[config.mk]
export PLATFORM = sky130hd
export DESIGN_NAME = amg_scs_ctrl
export DESIGN_NICKNAME = d
export VERILOG_FILES = /design/src/amg_scs_pkg.sv /design/src/amg_scs_ctrl.sv
export SDC_FILE = /design/constraint.sdc
export NUM_CORES = 1
export LEC_CHECK = 0
export ABC_AREA = 1
export BUFFER_PORTS_ARGS = -buffer_cell sky130_fd_sc_hd__buf_2
export CAP_MARGIN = 20
export CORE_AREA = 2 2 39 41
export CTS_BUF_LIST = sky130_fd_sc_hd__clkbuf_2
export DETAILED_ROUTE_END_ITERATION = 7
export DIE_AREA = 0 0 41 43
export PLACE_DENSITY = 0.66
export SYNTH_ARGS = -nofsm -noshare
export SYNTH_HDL_FRONTEND = slang
export SYNTH_SLANG_ARGS = --single-unit
[constraint.sdc]
create_clock -name clock -period 1.6 [get_ports clock]
set_clock_uncertainty 0.2 [all_clocks]
set_input_delay 0 -clock clock [delete_from_list [all_inputs] [get_ports clock]]
set_output_delay 0 -clock clock [all_outputs]
set_load 0.01 [all_outputs]
[src/amg_scs_pkg.sv]
package amg_scs_pkg;

   localparam int COL_W      = 16;
   localparam int VAL_W      = 32;
   localparam int MAG_W      = 31;
   localparam int SUM_W      = 40;
   localparam int THETA_W    = 17;
   localparam int TAU_W      = 24;
   localparam int DEG_W      = 7;
   localparam int CSR_IDX_W  = 4;
   localparam int CSR_DATA_W = 24;

   localparam logic [THETA_W-1:0] THETA_RESET = THETA_W'(16384);
   localparam logic [TAU_W-1:0]   TAU_RESET   = TAU_W'(65536);

   localparam logic [CSR_IDX_W-1:0] REG_THETA = CSR_IDX_W'(0);
   localparam logic [CSR_IDX_W-1:0] REG_TAU   = CSR_IDX_W'(1);

   typedef struct packed {
      logic acc;
      logic mul_lo;
      logic mul_hi;
      logic judge;
      logic rd;
      logic idx_clr;
      logic idx_inc;
      logic deg_inc;
      logic emit_inc;
      logic load_col;
      logic load_empty;
      logic clear;
   } cmd_type;

   typedef struct packed {
      logic nondom;
      logic cnt_zero;
      logic is_strong;
      logic idx_last;
      logic deg_zero;
      logic emit_last;
      logic out_free;
   } sts_type;

endpackage

[src/amg_scs_ctrl.sv]
module amg_scs_ctrl
   import amg_scs_pkg::*;
(
   input  logic    clock,
   input  logic    reset,
   input  logic    req_valid,
   input  logic    req_row_end,
   output logic    req_stall,
   input  sts_type sts,
   output cmd_type cmd
);

   typedef enum logic [3:0] {
      S_IDLE,
      S_MUL_LO,
      S_MUL_HI,
      S_JUDGE,
      S_DECIDE,
      S_CNT_RD,
      S_CNT_CHK,
      S_CNT_END,
      S_EM_RD,
      S_EM_CHK,
      S_EMPTY
   } state_type;

   state_type state_ff;
   state_type state_in;
   logic      req_stall_ff;

   always_comb begin
      state_in = state_ff;
      cmd      = '0;
      unique case (state_ff)
         S_IDLE: begin
            cmd.acc = req_valid;
            if (req_valid && req_row_end) begin
               state_in = S_MUL_LO;
            end
         end
         S_MUL_LO: begin
            cmd.mul_lo = 1'b1;
            state_in   = S_MUL_HI;
         end
         S_MUL_HI: begin
            cmd.mul_hi = 1'b1;
            state_in   = S_JUDGE;
         end
         S_JUDGE: begin
            cmd.judge = 1'b1;
            state_in  = S_DECIDE;
         end
         S_DECIDE: begin
            state_in = (sts.nondom && !sts.cnt_zero) ? S_CNT_RD : S_EMPTY;
         end
         S_CNT_RD: begin
            cmd.rd   = 1'b1;
            state_in = S_CNT_CHK;
         end
         S_CNT_CHK: begin
            cmd.deg_inc = sts.is_strong;
            cmd.idx_inc = 1'b1;
            state_in    = sts.idx_last ? S_CNT_END : S_CNT_RD;
         end
         S_CNT_END: begin
            cmd.idx_clr = 1'b1;
            state_in    = sts.deg_zero ? S_EMPTY : S_EM_RD;
         end
         S_EM_RD: begin
            cmd.rd   = 1'b1;
            state_in = S_EM_CHK;
         end
         S_EM_CHK: begin
            if (!sts.is_strong) begin
               cmd.idx_inc = 1'b1;
               state_in    = S_EM_RD;
            end else if (sts.out_free) begin
               cmd.load_col = 1'b1;
               cmd.emit_inc = 1'b1;
               cmd.idx_inc  = 1'b1;
               if (sts.emit_last) begin
                  cmd.clear = 1'b1;
                  state_in  = S_IDLE;
               end else begin
                  state_in = S_EM_RD;
               end
            end
         end
         S_EMPTY: begin
            if (sts.out_free) begin
               cmd.load_empty = 1'b1;
               cmd.clear      = 1'b1;
               state_in       = S_IDLE;
            end
         end
         default: begin
            state_in = S_IDLE;
         end
      endcase
   end

   always_ff @(posedge clock) begin
      if (reset) begin
         state_ff     <= S_IDLE;
         req_stall_ff <= 1'b0;
      end else begin
         state_ff     <= state_in;
         req_stall_ff <= state_in != S_IDLE;
      end
   end

   assign req_stall = req_stall_ff;

endmodule

==> Word-level counts from Yosys, hierarchy flattened <==
Cells that the tools add are included.
{ "word_totals": {"ff_bits": 5, "latchBits": 0, "ramBits": 0, "romBits": 0, "input_bits": 11, "word_cells": 45, "mem_count": 0} }
{ "op_classes": {"add_sub_neg": 0, "mul": 0, "div": 0, "n_lt_le_gt_ge": 0, "n_eq_ne": 10, "n_shift": 0, "n_mux": 27, "bitwise": 0, "reduce_logical": 6} }
{ "op_table": {"columns": ["op", "count"], "rows": [
  ["$pmux W4 S11", 1],
  ["$mux W4", 6],
  ["$eq A4 B3 Y1 const B", 4],
  ["$mux W1", 13],
  ["$eq A4 B4 Y1 const B", 3],
  ["$mux W2", 5],
  ["$eq A4 B2 Y1 const B", 2],
  ["$eq A4 B1 Y1 const B", 1],
  ["$logic_not A4 Y1", 1],
  ["$pmux W1 S2", 2],
  ["$reduce_bool A4 Y1", 1],
  ["$logic_and A1 B1 Y1", 2],
  ["$reduce_or A2 Y1", 1],
  ["$logic_not A1 Y1", 1]
]} }

==> Logic depth before layout (Yosys ltp) <==
Gate-level depths: netlist of the first run.
{ "logic_depth": {"depth_word": 5, "ltp_mapped": 9} }

==> Worst setup path before layout of the first run <==
OpenSTA, ideal clock, no wires.
{ "synth_timing": {"kind": "register to register", "from": "register state_ff[3]", "to": "register req_stall_ff, in the netlist req_stall", "setup_ns": 0.116, "t_arrival_ns": 1.011, "setup_slack_ns": 0.273, "path_stages_with_launch": 8, "n_path_buf": 0, "period_less_slack_ns": 1.327, "cell_sequence": "dfxtp_1 -> nor2_1 -> nand2_1 -> inv_1 -> a21oi_1 -> nand2_1 -> o21ai_1 -> nand2_1"} }
{ "synth_via": {"elab_chain_len": 4, "elab_cells_between_ends": 17, "cone_classes": "10 x eq/ne; 5 x mux; 2 x reduce/logical"} }
{ "synth_lines": {"columns": ["item", "line", "rtl"], "rows": [
  ["start: declaration", "amg_scs_ctrl.sv:27", "state_type state_ff;"],
  ["start signal: assignment", "amg_scs_ctrl.sv:107", "state_ff <= state_in;"],
  ["$mux W4", "amg_scs_ctrl.sv:77", "end else if (sts.out_free) begin"],
  ["$mux W4", "amg_scs_ctrl.sv:74", "if (!sts.is_strong) begin"],
  ["$pmux W4 S11 *", "amg_scs_ctrl.sv:34", "unique case (state_ff)"],
  ["$reduce_bool A4 Y1 *", "amg_scs_ctrl.sv:108", "req_stall_ff <= state_in != S_IDLE;"],
  ["end signal: assignment", "amg_scs_ctrl.sv:105", "req_stall_ff <= 1'b0;"],
  ["end signal: assignment", "amg_scs_ctrl.sv:108", null],
  ["end: declaration", "amg_scs_ctrl.sv:29", "logic req_stall_ff;"]
]} }
Every way passes the cells marked *; elsewhere a longest branch is shown, timed or not.
A chain may end at the register's enable or synchronous reset.

==> run summary, run 1 <==
=================================================================================
Distinct cell type count after synthesis                                       20
Tightest hold margin                                                    0.0383 ns
Total congestion overflow after global routing                                  0
Commonest non-fill, non-tap cell in the layout                              buf_2
Power density over the cells                                           590 nW/um2
Share of total power consumed by net switching                              37.3%
Worst slack, placed                                                      0.181 ns
Register bit total from synthesis                                               5
Number of optimization iterations in the first detailed-route pass              4
Routability congestion estimate from global placement                       0.897
Area of the die                                                          1760 um2
Clock slew at reported path FFs                                           0.07 ns
Sequential element share of the synthesized area                            20.8%
CTS H-tree lvls                                                                 1
Initial antenna violation count                                                 0
Io pins                                                                        24
Per-cell routed wire length                                               10.5 um
Critical Path Start Type                                                     flop
Clock tree from TritonCTS                                                   built
Shortest clock period the worst path allows after layout                  1.52 ns
Clock Sinks                                                                     5
Endpoint type of the worst setup path                                  output pin
DRC                                                                             0
Peak ir drop on the vdd network                                        0.000164 V
Upper clock frequency limit                                             0.657 GHz
Final slew viol count                                                           0
CTS root buffer                                                          clkbuf_2
Biggest fanout along the worst timing path                                      4
Global-route total usage across every layer                                 18.7%
Leakage power total                                                      0.495 nW
Cell repeated most along the worst path                                     inv_2
Setup repair after global routing missed its margin                          true
Result of the run                                                    finished clean
Share of total power in combinational logic                                 39.6%
Gate Count Post-Synth                                                          85
Post-layout nets                                                              137
Starting density of the core                                                34.7%
Chip Height                                                                 43 um
Data required time at the worst endpoint                                  1.40 ns
Maximum Capacitance Violations                                                  0
Worst Slack Setup Final                                                 0.0784 ns
Share of layout cells above drive strength 1                                42.4%
Critical path data arrival time                                           1.32 ns
Die Width                                                                   41 um
Vias per cell                                                                4.69
CTS buffer count                                                                3
Cell Count, Final, Fillers Out                                                141
Most used cells in the layout excluding fill and tap cells           buf_2 (23), nand2_1 (21), inv_1 (12), nor2_1 (11), dlygate4sd3_1 (9)
Worst-Skew Late Latency                                                   0.23 ns
Startpoint of the lowest-slack register-to-register path              state_ff[3]
Remaining antenna violation count                                               0
Site row count                                                                 14
Hold Crit Class                                                      primary input to flop
Internal power                                                         0.000287 W
Cell Chain, Critical Path                                            inv_2 > nand2_2 > inv_2 > nand2_4 > nor3_4 > nand2_1 > o21ai_1 > buf_2
Reg power frac                                                              33.7%
Total negative slack for setup checks                                        0 ns
Hold Path Origin                                                        req_valid
Filler cell count in the final layout                                         148
Total routed wirelength                                                   1480 um
Mean post-synth cell area                                                5.65 um2
Max-slew headroom at the worst pin                                          84.1%
Net switching power                                                    0.000171 W
Final setup vio count                                                           0
Longest individual stage delay on the worst path                          0.34 ns
Count of buffers from port buffering                                           23
Mapped Area                                                               480 um2
Critical Path Source                                                  state_ff[1]
Clock network fraction of design power                                      26.7%
Classification of the worst setup path                               flop to output pin
Global-route wire length before repair                                    2230 um
Via count of the first global-routing pass                                    540
Core footprint                                                           1380 um2
Max Root-Sink Buffers                                                           2
Net count of the mapped netlist                                                96
HPWL after detailed placement                                             1000 um
Warnings, synthesis                                                             0
Pin count of the biggest net entering global routing                            7
Pin slew with the least headroom to its limit                            0.239 ns
Total power of the final layout                                        0.000459 W
Via count                                                                     661
First DRT Iteration DRCs                                                       14
Number of inserted diodes                                                       0
Cell count after placement                                                    123
Max stage delay cell, worst path                                          dfxtp_2
Synth-to-layout area growth                                                 61.7%
Final critical-path share of the clock period                               95.1%
Count of endpoints failing hold in the final timing report                      0
=================================================================================
[logic make-up after synthesis]
| kind of cell | Yosys count | share of synthesized area (%) |
|---|---|---|
| AOI/OAI and AO/OA | 10 | 11.7 |
| DFF | 5 | 20.8 |
| and+or+nand+nor | 51 | 51.8 |
| buffers and inverters | 19 | 15.6 |
[per-stage QoR]
step,util (%),cell area [um2]
6_report,56.1,777
5_1_grt,56.1,777
4_1_cts,52.1,721
3_5_place_dp,43.9,608
3_3_place_gp,43.9,608
2_1_floorplan,-,480
[synthesized netlist by cell type]
library cell / instances / area (um2)
nor2_1: 11 / 41.3
nand2_1: 22 / 82.6
a31oi_1: 2 / 12.5
a21oi_2: 1 / 8.76
nor2_4: 2 / 22.5
nor3_2: 1 / 10.0
nand3_2: 2 / 20.0
nand4_1: 1 / 6.26
clkinv_1: 1 / 3.75
nand3_1: 6 / 30.0
dfxtp_1: 5 / 100
nor2_2: 3 / 18.8
buf_4: 1 / 7.51
inv_1: 12 / 45.0
o21ai_0: 3 / 15.0
o21ai_1: 2 / 10.0
a21oi_1: 2 / 10.0
inv_2: 5 / 18.8
nand2_2: 2 / 12.5
nor3_1: 1 / 5.00
[final timing paths]
kind,end,slack [ns],cells after the start
max,cmd[0],0.08,8
min,state_ff[0],0.04,5
max reg2reg,req_stall,0.13,9
min reg2reg,state_ff[1],0.46,3
[power by group through the flow]
stage	Clock, W	Combinational [W]	Sequential, W
floorplan	0	0.0000951	0.000157
detailed placement	0	0.000147	0.000155
finish	0.000122	0.000181	0.000155
global placement	0	0.000146	0.000155
global route	0.000141	0.000204	0.000157
CTS	0.000127	0.000165	0.000153
[timing repair]
action                                  in CTS  in global routing
pin swaps                                    0                  3
hold buffers                                 9                  0
endpoints found under the setup margin       1                  2
buffers inserted                             0                  5
endpoints found under the hold margin        5                  0
gates resized for setup                      2                  7
[flip-flops by register name, summed over array words and instances (netlist names)]
signal	count
state_ff	4
req_stall	1
[critical path: cells and delay by family, from the launching register on]
family | cells | cell delay [ns]
flip-flops | 1 | 0.34
AND/OR/NAND/NOR | 4 | 0.38
AO/OA/AOI/OAI | 1 | 0.06
buffers and inverters | 3 | 0.31
[routing by layer]
metal / vias to the layer above / GRT usage, % / wire length [um]
met5: - / 0 / 0
met4: 0 / 10.0 / 15
met3: 2 / 1.57 / 81
met2: 25 / 30.3 / 786
met1: 291 / 22.8 / 594
li1: 343 / - / -
[final cells by class]
class / count / area, um2 / share of cell area [%]
sequential: 5 / 108 / 13.8
inverter: 18 / 67.6 / 8.70
multi-input combinational: 61 / 319 / 41.1
timing repair buffer: 37 / 243 / 31.2
clock buffer: 4 / 20.0 / 2.58
tap: 16 / 20.0 / 2.58
Power figures use the tool's default switching activity.
==> run 2, diff against run 1 <==
CORE_AREA = default   (was 2 2 39 41)
CORE_ASPECT_RATIO = 1.4   (was default)
CORE_MARGIN = 2   (was default)
CORE_UTILIZATION = 25   (was default)
DIE_AREA = default   (was 0 0 41 43)
PLACE_DENSITY = default   (was 0.66)
==> run 2 against run 1 <==
The run now ends with hold timing left; combinational power barely moved; final area down 0.64%; worst setup slack better by 0.0043 ns; sequential power hardly changed; critical path depth decreased by 1; global-route usage is 4.3 points lower; sequential cell count is the same; largest cell class unchanged; largest power group unchanged.
==> run summary, run 2 (same netlist as run 1, synthesis figures left out) <==
=================================================================================
Endpoint type of the worst setup path                                  output pin
Most used cells in the layout excluding fill and tap cells           buf_2 (23), nand2_1 (21), inv_1 (12), nor2_1 (11)
Hold Path Origin                                                           sts[3]
Critical path data arrival time                                           1.32 ns
Share of total power in combinational logic                                 40.0%
Worst slack, placed                                                      0.122 ns
Hold Crit Class                                                      primary input to flop
HPWL after detailed placement                                             1130 um
Count of buffers from port buffering                                           23
Multi-input gate area                                                     324 um2
Share of layout cells above drive strength 1                                43.9%
Critical Path Source                                                  state_ff[3]
Chip Height                                                               55.9 um
Via count of the first global-routing pass                                    554
Max-slew headroom at the worst pin                                          82.1%
DRC                                                                             0
CTS buffer count                                                                3
Biggest fanout along the worst timing path                                      4
Clock tree from TritonCTS                                                   built
Setup repair after global routing missed its margin                          true
Per-cell routed wire length                                               10.3 um
Clock slew at reported path FFs                                           0.07 ns
Peak ir drop on the vdd network                                        0.000493 V
Site row count                                                                 18
First DRT Iteration DRCs                                                       13
Violations in the final reports                                       hold timing
Max Root-Sink Buffers                                                           2
Area of the die                                                          2290 um2
Die Width                                                                 41.1 um
Max FFs per register                                                            4
Share of total power consumed by net switching                              37.6%
Worst-Skew Late Latency                                                   0.23 ns
Routability congestion estimate from global placement                       0.829
Synth-to-layout area growth                                                 60.7%
Count of endpoints failing hold in the final timing report                      1
Critical Path Start Type                                                     flop
Final critical-path share of the clock period                               94.8%
Commonest non-fill, non-tap cell in the layout                              buf_2
Tightest hold margin                                                   -0.0141 ns
Via count                                                                     655
Total congestion overflow after global routing                                  0
Startpoint of the lowest-slack register-to-register path              state_ff[3]
Net switching power                                                    0.000173 W
Io pins                                                                        24
Post-layout nets                                                              135
Internal power                                                         0.000286 W
Maximum Capacitance Violations                                                  0
Core footprint                                                           1780 um2
CTS root buffer                                                          clkbuf_2
Largest register by flop count                                           state_ff
Pin count of the biggest net entering global routing                            7
Total power of the final layout                                        0.000458 W
Remaining antenna violation count                                               0
Filler cell count in the final layout                                         197
Power density over the cells                                           594 nW/um2
Global-route wire length before repair                                    2300 um
Leakage power total                                                      0.488 nW
Worst Slack Setup Final                                                 0.0827 ns
Cell count after placement                                                    127
Clock Sinks                                                                     5
Total negative slack for setup checks                                        0 ns
Final setup vio count                                                           0
Shortest clock period the worst path allows after layout                  1.52 ns
Result of the run                                                    complete, but fails checks
Number of inserted diodes                                                       0
Vias per cell                                                                4.58
CTS H-tree lvls                                                                 1
Cell Count, Final, Fillers Out                                                143
Initial antenna violation count                                                 0
Number of optimization iterations in the first detailed-route pass              4
Clock network fraction of design power                                      26.2%
Classification of the worst setup path                               flop to output pin
Final slew viol count                                                           0
Pin slew with the least headroom to its limit                            0.267 ns
Combined flip-flop and latch cell area                                    110 um2
Upper clock frequency limit                                             0.659 GHz
Starting density of the core                                                27.0%
Data required time at the worst endpoint                                  1.40 ns
Reg power frac                                                              33.7%
Total routed wirelength                                                   1480 um
Global-route total usage across every layer                                 14.4%
=================================================================================
-- run 2: metrics by stage --
stage / utilization, % / instance area, um2
final: 43.4 / 772
after floorplan: - / 480
after CTS: 39.1 / 696
after global placement: 34.5 / 613
after global routing: 43.4 / 772
after detailed placement: 34.5 / 613
-- run 2: area by class of cell --
class	instances	area share, %
flip-flops and latches	5	14.3
repair buffers	35	28.5
well taps	20	3.24
inverters	18	9.40
clock buffers	4	2.59
multi-input cells	61	42.0
-- run 2: power by group through the flow --
stage	clock [W]	combinational (W)	sequential, W
after detailed placement	0	0.000148	0.000155
after global placement	0	0.000146	0.000155
after global routing	0.000137	0.000206	0.000157
after CTS	0.000120	0.000160	0.000153
after floorplan	0	0.0000951	0.000157
final	0.000120	0.000184	0.000155
-- run 2: path summary, 6_finish.rpt --
| path | slack [ns] | cells after the start | end |
|---|---|---|---|
| hold / removal | -0.01 | 5 | state_ff[1] |
| setup / recovery | 0.08 | 7 | cmd[0] |
| setup reg to reg | 0.16 | 8 | req_stall |
| hold reg to reg | 0.46 | 3 | state_ff[2] |
-- run 2: per-layer routing --
metal | up-vias | wire, um | track usage, %
met5 | - | 0 | 0
met2 | 23 | 831 | 23.7
li1 | 341 | - | -
met1 | 289 | 555 | 16.4
met4 | 0 | 19 | 5.71
met3 | 2 | 70 | 3.60
-- run 2: timing repair --
item / CTS / global route
resized for setup: 2 / 11
hold endpoints to repair: 5 / 0
hold buffers: 6 / 0
pin swaps: 0 / 4
endpoints found under the setup margin: 1 / 2
setup buffers: 0 / 6
-- run 2: worst max-delay path: stages (launching register included) --
cell,delay (ns)
dfxtp_4,0.37
inv_4,0.04
nor2_4,0.15
nand2_4,0.08
nor3_4,0.19
nand2_1,0.07
o21ai_1,0.06
buf_2,0.14
==> run 3, diff against run 2 <==
CELL_PAD_IN_SITES_DETAIL_PLACEMENT = 0   (was default)
CELL_PAD_IN_SITES_GLOBAL_PLACEMENT = 1   (was default)
PLACE_DENSITY_LB_ADDON = 0.1   (was default)
==> run 3 against run 2 <==
The run still ends with hold timing left; critical path depth unchanged; clock power hardly changed; die area is the same; sequential power about the same; sequential share of layout area about the same; hold slack gained 0.011 ns; fmax shrank 1.2%; register-to-register slack is essentially flat; clock-buffer cell count did not move; routed wire length is 0.27% lower; final area decreased by 0.81%; global-route usage is 0.43 points lower; critical path type unchanged; critical endpoint unchanged; largest power group unchanged.
==> run summary, run 3 (same netlist as run 1, synthesis figures left out) <==
=================================================================================
Result of the run                                                    complete, but fails checks
Violations in the final reports                                       hold timing
FF-to-FF path depth                                                             7
Leakage power total                                                      0.488 nW
Clock slew at reported path FFs                                           0.06 ns
HPWL after detailed placement                                             1110 um
Count of buffers from port buffering                                           23
Peak ir drop on the vdd network                                        0.000245 V
Site row count                                                                 18
Final setup vio count                                                           0
Maximum Capacitance Violations                                                  0
Cell Chain, Critical Path                                            inv_4 > nor2_4 > nand2_4 > nor3_4 > nand2_1 > o21ai_1 > buf_2
Capture point of the worst reg-to-reg path                              req_stall
Chip Height                                                               55.9 um
Top Family by Delay on Critical Path                                 simple AND/OR/NAND/NOR gates
Vias per cell                                                                4.43
Met1 GRT Util                                                               16.5%
Final core utilization                                                      43.0%
Routability congestion estimate from global placement                       0.801
Startpoint of the lowest-slack register-to-register path              state_ff[2]
Max-slew headroom at the worst pin                                          83.3%
Die Width                                                                 41.1 um
Per-cell routed wire length                                               10.3 um
Largest register by flop count                                           state_ff
Data required time at the worst endpoint                                  1.40 ns
Max stage delay cell, worst path                                          dfxtp_4
Hold Path Origin                                                           sts[3]
Critical path data arrival time                                           1.34 ns
Clock Sinks                                                                     5
Met2 Usage GRT                                                              22.3%
Final critical-path share of the clock period                               96.0%
Number of optimization iterations in the first detailed-route pass              4
Classification of the worst setup path                               flop to output pin
Hold Crit Class                                                      primary input to flop
Total power of the final layout                                        0.000447 W
CTS root buffer                                                          clkbuf_2
Critical Path Start Type                                                     flop
Global-route total usage across every layer                                 14.0%
Starting density of the core                                                27.0%
DRC                                                                             0
Number of inserted diodes                                                       0
Via count                                                                     634
Worst slack, placed                                                      0.148 ns
Total congestion overflow after global routing                                  0
Total routed wirelength                                                   1470 um
Shortest clock period the worst path allows after layout                  1.54 ns
Core footprint                                                           1780 um2
Synth-to-layout area growth                                                 59.4%
Highest-utilization routing layer at the global route stage                  met2
Biggest fanout along the worst timing path                                      4
Total negative slack for setup checks                                        0 ns
Count of endpoints failing hold in the final timing report                      1
Via count of the first global-routing pass                                    539
Number of buffers and inverters on the critical path                            2
Endpoint type of the worst setup path                                  output pin
Max FFs per register                                                            4
Commonest non-fill, non-tap cell in the layout                              buf_2
First DRT Iteration DRCs                                                        9
Tightest hold margin                                                  -0.00315 ns
Setup repair after global routing missed its margin                          true
Worst Slack Setup Final                                                 0.0646 ns
R2R Setup Slk                                                             0.15 ns
Area of the die                                                          2290 um2
Io pins                                                                        24
CTS buffer count                                                                3
Share of layout cells above drive strength 1                                43.1%
Pin slew with the least headroom to its limit                            0.250 ns
Remaining antenna violation count                                               0
Max Root-Sink Buffers                                                           2
Clock tree from TritonCTS                                                   built
Upper clock frequency limit                                             0.651 GHz
Worst hold endpoint                                                   state_ff[1]
Worst-Skew Late Latency                                                   0.22 ns
Global-route met3 utilization                                               1.20%
Global-route wire length before repair                                    2210 um
Power density over the cells                                           584 nW/um2
Number of stages on the worst hold path                                         5
Final slew viol count                                                           0
Pin count of the biggest net entering global routing                            7
Most used cells in the layout excluding fill and tap cells           buf_2 (23), nand2_1 (21), inv_1 (12), nor2_1 (11)
CTS H-tree lvls                                                                 1
Post-layout nets                                                              135
Initial antenna violation count                                                 0
Longest individual stage delay on the worst path                          0.37 ns
=================================================================================
[run 3: cell counts in the layout (fill, tap and decap cells not counted)]
No cell type changed its count.
[run 3: area by class of cell]
| class | instances | area, um2 |
|---|---|---|
| tap | 20 | 25.0 |
| timing repair buffer | 35 | 220 |
| fill | 216 | 1010 |
| clock buffer | 4 | 20.0 |
| multi-input combinational | 61 | 319 |
| inverter | 18 | 72.6 |
| sequential | 5 | 109 |
[run 3: through the flow]
stage	cell area, um2	cells	hold WS, ns
global route	766	143	0.0243
floorplan	480	85	-0.131
CTS	694	137	0.000185
finish	766	143	-0.00315
detailed placement	613	127	0.0275
global placement	613	127	0.0237
[run 3: worst min-delay path, stage by stage]
cell,delay [ns]
buf_2,0.10
nand3_1,0.07
nand2_1,0.04
inv_1,0.08
a31oi_1,0.09
[run 3: repair_timing]
item                                    4_1_cts  5_1_grt
gates resized for setup                       1       10
hold endpoints to repair                      5        0
endpoints found under the setup margin        1        1
hold buffers                                  6        0
pin swaps                                     0        4
buffers inserted                              0        6
[run 3: worst max path at each step]
stage | startpoint | to | cells past startpoint
floorplan | state_ff[3] | req_stall | 7
detailed placement | state_ff[3] | req_stall | 7
global placement | state_ff[1] | req_stall | 9
finish | state_ff[3] | cmd[0] | 7
CTS | state_ff[0] | cmd[0] | 7
global route | state_ff[1] | cmd[0] | 8
[run 3: power breakdown]
part	internal (W)	leakage, nW	total [W]	switching, W
clock network	0.0000661	0.0166	0.000117	0.0000506
logic	0.0000736	0.429	0.000178	0.000105
registers	0.000140	0.0428	0.000152	0.0000117
total	0.000280	0.488	0.000447	0.000167
[run 3: metal layers]
metal,wire (um),up-vias
li1,-,340
met1,590,271
met2,799,21
met3,62,2
met4,20,0
met5,0,-
